**config.mk**
```make
export PLATFORM = sky130hd
export DESIGN_NAME = software_timer_table
export DESIGN_NICKNAME = d
export VERILOG_FILES = /design/src/rtl/core/stt_pkg.sv /design/src/rtl/core/stt_ram.sv /design/src/rtl/core/software_timer_table.sv
export SDC_FILE = /design/constraint.sdc
export NUM_CORES = 2
export LEC_CHECK = 0
export BUFFER_PORTS_ARGS = -buffer_cell sky130_fd_sc_hd__buf_2
export CAP_MARGIN = 25
export CORE_ASPECT_RATIO = 1.5
export CORE_MARGIN = 1.5
export CORE_UTILIZATION = 40
export CTS_BUF_LIST = sky130_fd_sc_hd__clkbuf_8
export DETAILED_ROUTE_END_ITERATION = 8
export GPL_ROUTABILITY_DRIVEN = 0
export SETUP_SLACK_MARGIN = 0.4
export SLEW_MARGIN = 20
export SYNTH_ARGS = -nofsm -noshare
export SYNTH_HDL_FRONTEND = slang
export SYNTH_HIERARCHICAL = 1
export SYNTH_SLANG_ARGS = --single-unit
```
**constraint.sdc**
```tcl
create_clock -name clk -period 13.1 [get_ports clk]
set_clock_uncertainty 0.2 [all_clocks]
set_input_delay 1.965 -clock clk [delete_from_list [all_inputs] [get_ports clk]]
set_output_delay 1.965 -clock clk [all_outputs]
set_load 0.01 [all_outputs]
```
**src/rtl/core/stt_pkg.sv**
```systemverilog
// Shared types, constants and helpers for the software timer table.
package stt_pkg;

	localparam int SLOTS_DEF = 16;
	localparam int TIME_W    = 48;
	localparam int PER_W     = 32;
	localparam int TAG_W     = 16;
	localparam logic [TIME_W-1:0] MAX_TIME = {TIME_W{1'b1}};

	// Input commands
	localparam logic [1:0] CMD_ADD   = 2'd0;
	localparam logic [1:0] CMD_TICK  = 2'd1;
	localparam logic [1:0] CMD_CLEAR = 2'd2;

	// Result kinds
	localparam logic [2:0] KIND_ADDED   = 3'd0;
	localparam logic [2:0] KIND_FULL    = 3'd1;
	localparam logic [2:0] KIND_FIRED   = 3'd2;
	localparam logic [2:0] KIND_NONE    = 3'd3;
	localparam logic [2:0] KIND_CLEARED = 3'd4;

	localparam logic [31:0] UNTIL_NONE = 32'hFFFF_FFFF;
	localparam logic [31:0] UNTIL_SAT  = 32'h7FFF_FFFF;

	// One stored timer
	typedef struct packed {
		logic [TIME_W-1:0] due;
		logic [PER_W-1:0]  period;
		logic              periodic;
		logic [TAG_W-1:0]  tag;
	} entry_t;

	typedef enum logic [2:0] {
		ST_IDLE,
		ST_SCAN,
		ST_DRAIN,
		ST_FIN,
		ST_PICK,
		ST_LOAD,
		ST_SEND
	} state_t;

	// Saturating due-time sum
	function automatic logic [TIME_W-1:0] sat_add(input logic [TIME_W-1:0] now,
		input logic [PER_W-1:0] d);
		logic [TIME_W:0] s;
		s = {1'b0, now} + {{(TIME_W+1-PER_W){1'b0}}, d};
		return s[TIME_W] ? MAX_TIME : s[TIME_W-1:0];
	endfunction

endpackage

```
**src/rtl/core/stt_ram.sv**
```systemverilog
// Timer entry memory: one write port, one registered read port.
module stt_ram #(
	parameter int DEPTH = stt_pkg::SLOTS_DEF,
	parameter int AW    = 4
) (
	input  logic             clk,
	input  logic             we,
	input  logic [AW-1:0]    waddr,
	input  stt_pkg::entry_t  wdata,
	input  logic [AW-1:0]    raddr,
	output stt_pkg::entry_t  rdata
);

	stt_pkg::entry_t mem [DEPTH];

	// Write entry
	always_ff @(posedge clk) begin
		if (we) begin
			mem[waddr] <= wdata;
		end
	end

	// Read entry, registered
	always_ff @(posedge clk) begin
		rdata <= mem[raddr];
	end

endmodule

```
**src/rtl/core/software_timer_table.sv**
```systemverilog
// Top level of the software timer table: control, scan and result output.
//
//  channel | dir | fields
//  s_*     | in  | tuser: cmd; tdata: now_ms, delay_ms, repeat_flag, tag
//  m_*     | out | tuser: kind; tlast: last; tdata: slot, fired_tag,
//          |     |   active_count, until_next_ms
//
// Every item scans all SLOTS entries through the entry memory read port (scan, drain
// and finish states); each fired tick result then passes pick, load and send, others only send.
// Reset clears valid bits, count and control; entry memory needs no clearing.
// A stalled m_tready holds the result; s_tready is high only when idle.
module software_timer_table #(
	parameter int SLOTS = stt_pkg::SLOTS_DEF
) (
	input  logic          clk,
	input  logic          arst_n,
	input  logic          s_tvalid,
	output logic          s_tready,
	input  logic [103:0]  s_tdata,  // now_ms[47:0], delay_ms[79:48], repeat_flag[80],
	                                // tag[96:81], zero fill
	input  logic [1:0]    s_tuser,  // cmd
	output logic          m_tvalid,
	input  logic          m_tready,
	output logic [63:0]   m_tdata,  // slot[3:0], fired_tag[19:4], active_count[24:20],
	                                // until_next_ms[56:25], zero fill
	output logic [2:0]    m_tuser,  // kind
	output logic          m_tlast
);

	localparam int IW = (SLOTS > 1) ? $clog2(SLOTS) : 1;
	localparam int CW = $clog2(SLOTS + 1);
	localparam logic [IW-1:0] LAST_IDX = IW'(SLOTS - 1);

	stt_pkg::state_t state_q, state_d;

	logic [SLOTS-1:0]          valid_q;
	logic [SLOTS-1:0]          mask_q;
	logic [CW-1:0]             cnt_q;
	logic [1:0]                cmd_q;
	logic [stt_pkg::TIME_W-1:0] now_q;
	logic [stt_pkg::TIME_W-1:0] earliest_q;
	logic                      add_ok_q;
	logic [IW-1:0]             add_slot_q;
	logic [stt_pkg::TAG_W-1:0] add_tag_q;
	logic [31:0]               until_q;
	logic [IW-1:0]             scan_idx_q;
	logic                      rd_vld_s1;
	logic [IW-1:0]             rd_idx_s1;
	logic [IW-1:0]             pick_idx_s1;

	logic [2:0]                out_kind_q;
	logic [3:0]                out_slot_q;
	logic [stt_pkg::TAG_W-1:0] out_tag_q;
	logic                      out_last_q;

	logic                      in_acc;
	logic [1:0]                in_cmd;
	logic [stt_pkg::TIME_W-1:0] in_now;
	logic [stt_pkg::PER_W-1:0] in_delay;
	logic                      in_rep;
	logic [stt_pkg::TAG_W-1:0] in_tag;

	logic                      free_found;
	logic [IW-1:0]             free_idx;
	logic [IW-1:0]             sel_idx;
	logic [IW-1:0]             raddr;
	logic                      we;
	logic [IW-1:0]             waddr;
	stt_pkg::entry_t           wdata;
	stt_pkg::entry_t           rdata;

	logic                      fire;
	logic                      keep;
	logic [stt_pkg::TIME_W-1:0] new_due;
	logic [stt_pkg::TIME_W-1:0] cand;
	logic [stt_pkg::TIME_W-1:0] diff;
	logic [31:0]               until_d;

	assign in_acc   = s_tvalid && s_tready;
	assign in_cmd   = s_tuser;
	assign in_now   = s_tdata[47:0];
	assign in_delay = s_tdata[79:48];
	assign in_rep   = s_tdata[80];
	assign in_tag   = s_tdata[96:81];

	// Find lowest free slot and lowest pending fired slot
	always_comb begin
		free_found = 1'b0;
		free_idx   = '0;
		sel_idx    = '0;
		for (int i = SLOTS - 1; i >= 0; i--) begin
			if (!valid_q[i]) begin
				free_found = 1'b1;
				free_idx   = IW'(i);
			end
			if (mask_q[i]) begin
				sel_idx = IW'(i);
			end
		end
	end

	// Evaluate the entry read back during the scan
	always_comb begin
		fire = rd_vld_s1 && (cmd_q == stt_pkg::CMD_TICK) && valid_q[rd_idx_s1]
			&& (rdata.due != stt_pkg::MAX_TIME) && (now_q >= rdata.due);
		new_due = stt_pkg::sat_add(now_q, rdata.period);
		cand    = (fire && rdata.periodic) ? new_due : rdata.due;
		keep    = rd_vld_s1 && valid_q[rd_idx_s1] && !(fire && !rdata.periodic);
	end

	// Time until the earliest due timer
	always_comb begin
		diff = earliest_q - now_q;
		priority if (earliest_q == stt_pkg::MAX_TIME) begin
			until_d = stt_pkg::UNTIL_NONE;
		end else if (earliest_q <= now_q) begin
			until_d = '0;
		end else if (diff > {16'd0, stt_pkg::UNTIL_SAT}) begin
			until_d = stt_pkg::UNTIL_SAT;
		end else begin
			until_d = diff[31:0];
		end
	end

	// Select memory write: new timer at accept, reschedule during scan
	always_comb begin
		if (in_acc && (in_cmd == stt_pkg::CMD_ADD)) begin
			we    = free_found;
			waddr = free_idx;
			wdata = '{due: stt_pkg::sat_add(in_now, in_delay), period: in_delay,
				periodic: in_rep, tag: in_tag};
		end else begin
			we    = fire && rdata.periodic;
			waddr = rd_idx_s1;
			wdata = rdata;
			wdata.due = new_due;
		end
	end

	stt_ram #(
		.DEPTH (SLOTS),
		.AW    (IW)
	) u_ram (
		.clk   (clk),
		.we    (we),
		.waddr (waddr),
		.wdata (wdata),
		.raddr (raddr),
		.rdata (rdata)
	);

	// Next state
	always_comb begin
		state_d = state_q;
		unique case (state_q)
			stt_pkg::ST_IDLE:  if (s_tvalid) state_d = stt_pkg::ST_SCAN;
			stt_pkg::ST_SCAN:  if (scan_idx_q == LAST_IDX) state_d = stt_pkg::ST_DRAIN;
			stt_pkg::ST_DRAIN: state_d = stt_pkg::ST_FIN;
			stt_pkg::ST_FIN: begin
				if ((cmd_q == stt_pkg::CMD_TICK) && (mask_q != '0)) begin
					state_d = stt_pkg::ST_PICK;
				end else begin
					state_d = stt_pkg::ST_SEND;
				end
			end
			stt_pkg::ST_PICK:  state_d = stt_pkg::ST_LOAD;
			stt_pkg::ST_LOAD:  state_d = stt_pkg::ST_SEND;
			stt_pkg::ST_SEND: begin
				if (m_tready) begin
					state_d = out_last_q ? stt_pkg::ST_IDLE : stt_pkg::ST_PICK;
				end
			end
			default: state_d = stt_pkg::ST_IDLE;
		endcase
	end

	// Handshake and read address
	always_comb begin
		s_tready = (state_q == stt_pkg::ST_IDLE);
		m_tvalid = (state_q == stt_pkg::ST_SEND);
		raddr    = (state_q == stt_pkg::ST_PICK) ? sel_idx : scan_idx_q;
	end

	always_ff @(posedge clk or negedge arst_n) begin
		if (!arst_n) begin
			state_q <= stt_pkg::ST_IDLE;
		end else begin
			state_q <= state_d;
		end
	end

	// Valid bits, active count and fired mask
	always_ff @(posedge clk or negedge arst_n) begin
		if (!arst_n) begin
			valid_q   <= '0;
			cnt_q     <= '0;
			mask_q    <= '0;
			rd_vld_s1 <= 1'b0;
		end else begin
			rd_vld_s1 <= (state_q == stt_pkg::ST_SCAN);
			if (in_acc) begin
				mask_q <= '0;
				if (in_cmd == stt_pkg::CMD_CLEAR) begin
					valid_q <= '0;
					cnt_q   <= '0;
				end else if ((in_cmd == stt_pkg::CMD_ADD) && free_found) begin
					valid_q[free_idx] <= 1'b1;
					cnt_q             <= cnt_q + CW'(1);
				end
			end else if (fire) begin
				mask_q[rd_idx_s1] <= 1'b1;
				if (!rdata.periodic) begin
					valid_q[rd_idx_s1] <= 1'b0;
					cnt_q              <= cnt_q - CW'(1);
				end
			end else if (state_q == stt_pkg::ST_LOAD) begin
				mask_q[pick_idx_s1] <= 1'b0;
			end
		end
	end

	// Item capture, scan counter and earliest search
	always_ff @(posedge clk) begin
		rd_idx_s1   <= scan_idx_q;
		pick_idx_s1 <= sel_idx;
		if (in_acc) begin
			cmd_q      <= in_cmd;
			now_q      <= in_now;
			add_ok_q   <= free_found;
			add_slot_q <= free_idx;
			add_tag_q  <= in_tag;
			earliest_q <= stt_pkg::MAX_TIME;
			scan_idx_q <= '0;
		end else begin
			if (state_q == stt_pkg::ST_SCAN) begin
				scan_idx_q <= scan_idx_q + IW'(1);
			end
			if (keep && (cand < earliest_q)) begin
				earliest_q <= cand;
			end
		end
		if (state_q == stt_pkg::ST_FIN) begin
			until_q <= until_d;
		end
	end

	// Output register
	always_ff @(posedge clk) begin
		if (state_q == stt_pkg::ST_FIN) begin
			out_last_q <= 1'b1;
			out_slot_q <= '0;
			out_tag_q  <= '0;
			unique case (cmd_q)
				stt_pkg::CMD_ADD: begin
					out_kind_q <= add_ok_q ? stt_pkg::KIND_ADDED : stt_pkg::KIND_FULL;
					if (add_ok_q) begin
						out_slot_q <= 4'(add_slot_q);
						out_tag_q  <= add_tag_q;
					end
				end
				stt_pkg::CMD_CLEAR: out_kind_q <= stt_pkg::KIND_CLEARED;
				default:            out_kind_q <= stt_pkg::KIND_NONE;
			endcase
		end else if (state_q == stt_pkg::ST_LOAD) begin
			out_kind_q <= stt_pkg::KIND_FIRED;
			out_slot_q <= 4'(pick_idx_s1);
			out_tag_q  <= rdata.tag;
			out_last_q <= ((mask_q & ~(SLOTS'(1) << pick_idx_s1)) == '0);
		end
	end

	assign m_tuser = out_kind_q;
	assign m_tlast = out_last_q;
	assign m_tdata = {7'd0, until_q, 5'(cnt_q), out_tag_q, out_slot_q};

endmodule

```
==> flow_metrics.py <==
metrics = {
    "sta": {
        "fmax_ghz": 0.1303,
        "slew_viol_final": 0,
        "finalSetupViolations": 0,
        "whs_ns": 0.1971,
        "relSlewSlack_pct": 26.82,
        "worstMarginPinSlew_ns": 1.098,
        "period_share_pct": 58.57,
        "rsz0062_at_grt": "no",
        "tns_ns": 0,
        "period_needed_ns": 7.673,
        "hold_viol_final": 0,
    },
    "cts": {
        "htree_num_levels": 5,
        "clk_latency_ns": 0.93,
        "root_buffer": "clkbuf_8",
        "clk_pin_slew_worst_paths_ns": 0.07,
        "cts-buffers-inserted": 277,
        "cts_tree": "yes",
        "clk_path_buf_depth": 4,
        "post-cts-setup-buffers": 0,
        "cts_resized": 0,
        "holdBufCountCts": 0,
        "clock_sinks": 1877,
    },
    "die": {
        "die_h_um": 553.4,
        "coreArea_mm2": 0.2002,
        "die-width_um": 369.9,
        "floorplan.initialDensity_pct": 40.35,
        "dieArea_mm2": 0.2047,
        "pin_count": 180,
        "placementRows": 201,
    },
    "yosys": {
        "ys.flop_type": "edfxtp_1",
        "synthCells": 5068,
        "yosys_warnings": 6,
        "seq_area_frac_synth_pct": 67.57,
        "synth_area_mm2": 0.08077,
        "synth-edff-count": 1678,
        "yosysUniqueCellTypes": 97,
        "async_flop_share_pct": 2.184,
        "syn_avg_cell_area_um2": 15.94,
        "ys_ff_latch": 1877,
    },
    "worst_setup_path": {
        "cp_slowest_cell": "buf_4",
        "critPathTopFamily": "compound AO/OA/AOI/OAI gates",
        "cpMostUsedCell": "buf_4",
        "critPathArrivalTime_ns": 8.23,
        "cp_slowest_stage_delay_ns": 0.70,
        "start_kind": "flop",
        "cp-end-kind": "flop",
        "path_buf_inv": 4,
        "criticalPathCategory": "flop to flop",
        "required_ns": 13.66,
        "crit_fanout": 91,
    },
    "route": {
        "vias_per_cell": 5.825,
        "wl_per_cell_um": 27.05,
        "num_vias": 47989,
        "drtIter0Drc": 4627,
        "drc": 0,
        "drt_wl_total_um": 222900,
        "drtAntennaViolNets": 0,
        "dr.pass1.iters": 9,
    },
    "power_and_ir_drop": {
        "peakVddDrop_mv": 0.3078,
        "leakage_nw": 31.30,
        "p_per_area_mw_per_mm2": 236.7,
    },
    "finish": {
        "multi_input_area_mm2": 0.02445,
        "seqCellArea_mm2": 0.05458,
        "fill_cells": 17585,
        "final_common_cell": "edfxtp_1",
        "fin_nets": 5704,
        "final_cell_mix": "edfxtp_1 (1678), nand2_1 (442), mux4_2 (393)",
        "area_growth_pct": 11.94,
        "layout-drive-gt1-share_pct": 20.41,
    },
    "global_routing": {
        "gr-usage-all-layers_pct": 21.52,
        "grt_pass1_wl_um": 324200,
        "grt_max_degree": 122,
        "first_global_vias": 48548,
        "antenna_found_initial": 23,
        "gr-total-overflow": 0,
    },
    "status": {
        "status": "complete, no violations",
    },
    "placed_design": {
        "port_buffers": 165,
        "detailed_place_hpwl_um": 133200,
    },
    "run": {
        "cap_violations": 0,
    },
    "min_path": {
        "hp-class": "flop to flop",
    },
}
==> Yosys cell counts (35+ instances only) <==
master       n  area share [%]
a21o_1      62            0.58
a21oi_1    242             1.5
a22o_1      35            0.38
a22oi_1    223             2.1
a31oi_1     40            0.31
buf_1       39            0.18
buf_2       48            0.30
buf_4       35            0.33
clkbuf_1   120            0.56
dfrtp_1     41             1.3
dfxtp_1    158             3.9
edfxtp_1  1678              62
ha_1       210             3.3
inv_1      216             1.0
mux4_2     393              11
nand2_1    442             2.1
nand3_1     53            0.33
nand4_1     73            0.57
nor2_1     162            0.75
nor3_1      62            0.38
o21ai_0    151            0.94
xnor2_1     56            0.61
xor2_1      61            0.66
==> kinds of logic (layout without fill, tap and decap cells) <==
| kind of cell | Yosys count | after routing | share of synthesized area (%) |
|---|---|---|---|
| compound gates | 1036 | 1036 | 8.696 |
| xor+xnor | 117 | 117 | 1.269 |
| fa+ha+maj | 213 | 213 | 3.327 |
| buf+inv | 467 | 983 | 2.491 |
| flops | 1877 | 1877 | 67.57 |
| mux | 411 | 411 | 11.20 |
| other cells | 1 | 17 | 0.004643 |
| simple gates | 946 | 946 | 5.447 |
==> metrics by stage <==
| step | instances | total power, mW | instance area (um^2) | utilization [%] | setup slack (ns) |
|---|---|---|---|---|---|
| floorplan | 5074 | 14.18 | 80790 | - | 2.106 |
| global placement | 7711 | 16.65 | 84760 | 42.34 | 5.514 |
| detailed placement | 7718 | 16.79 | 84820 | 42.37 | 5.629 |
| CTS | 8206 | 21.44 | 90170 | 45.04 | 5.591 |
| global route | 8230 | 22.45 | 90390 | 45.15 | 5.018 |
| finish | 8239 | 21.40 | 90410 | 45.16 | 5.427 |
==> state kept, by name, summed over array words and instances (netlist names), 2 cells and up <==
register and count:
cmd_q 2, now_q 48, m_tuser 3, earliest_q 48
scan_idx_q 4, cnt_q 5, until_q 32, out_tag_q 16
u_ram/rdata 97, mask_q 16, add_slot_q 4, state_q 3
rd_idx_s1 4, valid_q 16, add_tag_q 16, pick_idx_s1 4
u_ram/mem 1552, out_slot_q 4
==> per-layer routing <==
layer	routed length, um	GRT usage (%)
met1	90390	28.58
met2	108300	35.61
met3	16200	3.494
met4	7801	7.719
met5	161	0
==> layout make-up <==
cell class	count	share of cell area, %
diodes	10	0.02768
flip-flops and latches	1877	60.36
repair buffers	279	2.092
inverters	216	0.9023
multi-input cells	2730	27.04
well taps	2639	3.652
clock buffers	312	4.749
clock inverters	176	1.175
==> power breakdown <==
| part | internal [mW] | leakage (nW) | switching [mW] | total [mW] |
|---|---|---|---|---|
| Sequential | 8.12 | 17.0 | 0.478 | 8.60 |
| Clock | 2.41 | 3.12 | 2.23 | 4.64 |
| Combinational | 3.12 | 11.2 | 5.04 | 8.16 |
| Total | 13.6 | 31.3 | 7.76 | 21.4 |
==> worst paths after layout <==
path	to	start	cells after the start	slack [ns]
max	earliest_q[46]	now_q[0]	26	5.43
min	rd_idx_s1[3]	scan_idx_q[3]	0	0.20
max reg2reg	earliest_q[46]	now_q[0]	26	5.43
min reg2reg	rd_idx_s1[3]	scan_idx_q[3]	0	0.20
max in group asynchronous	valid_q[15]	arst_n	2	11.44
min in group asynchronous	mask_q[4]	arst_n	1	0.74
Power figures use the tool's default switching activity.
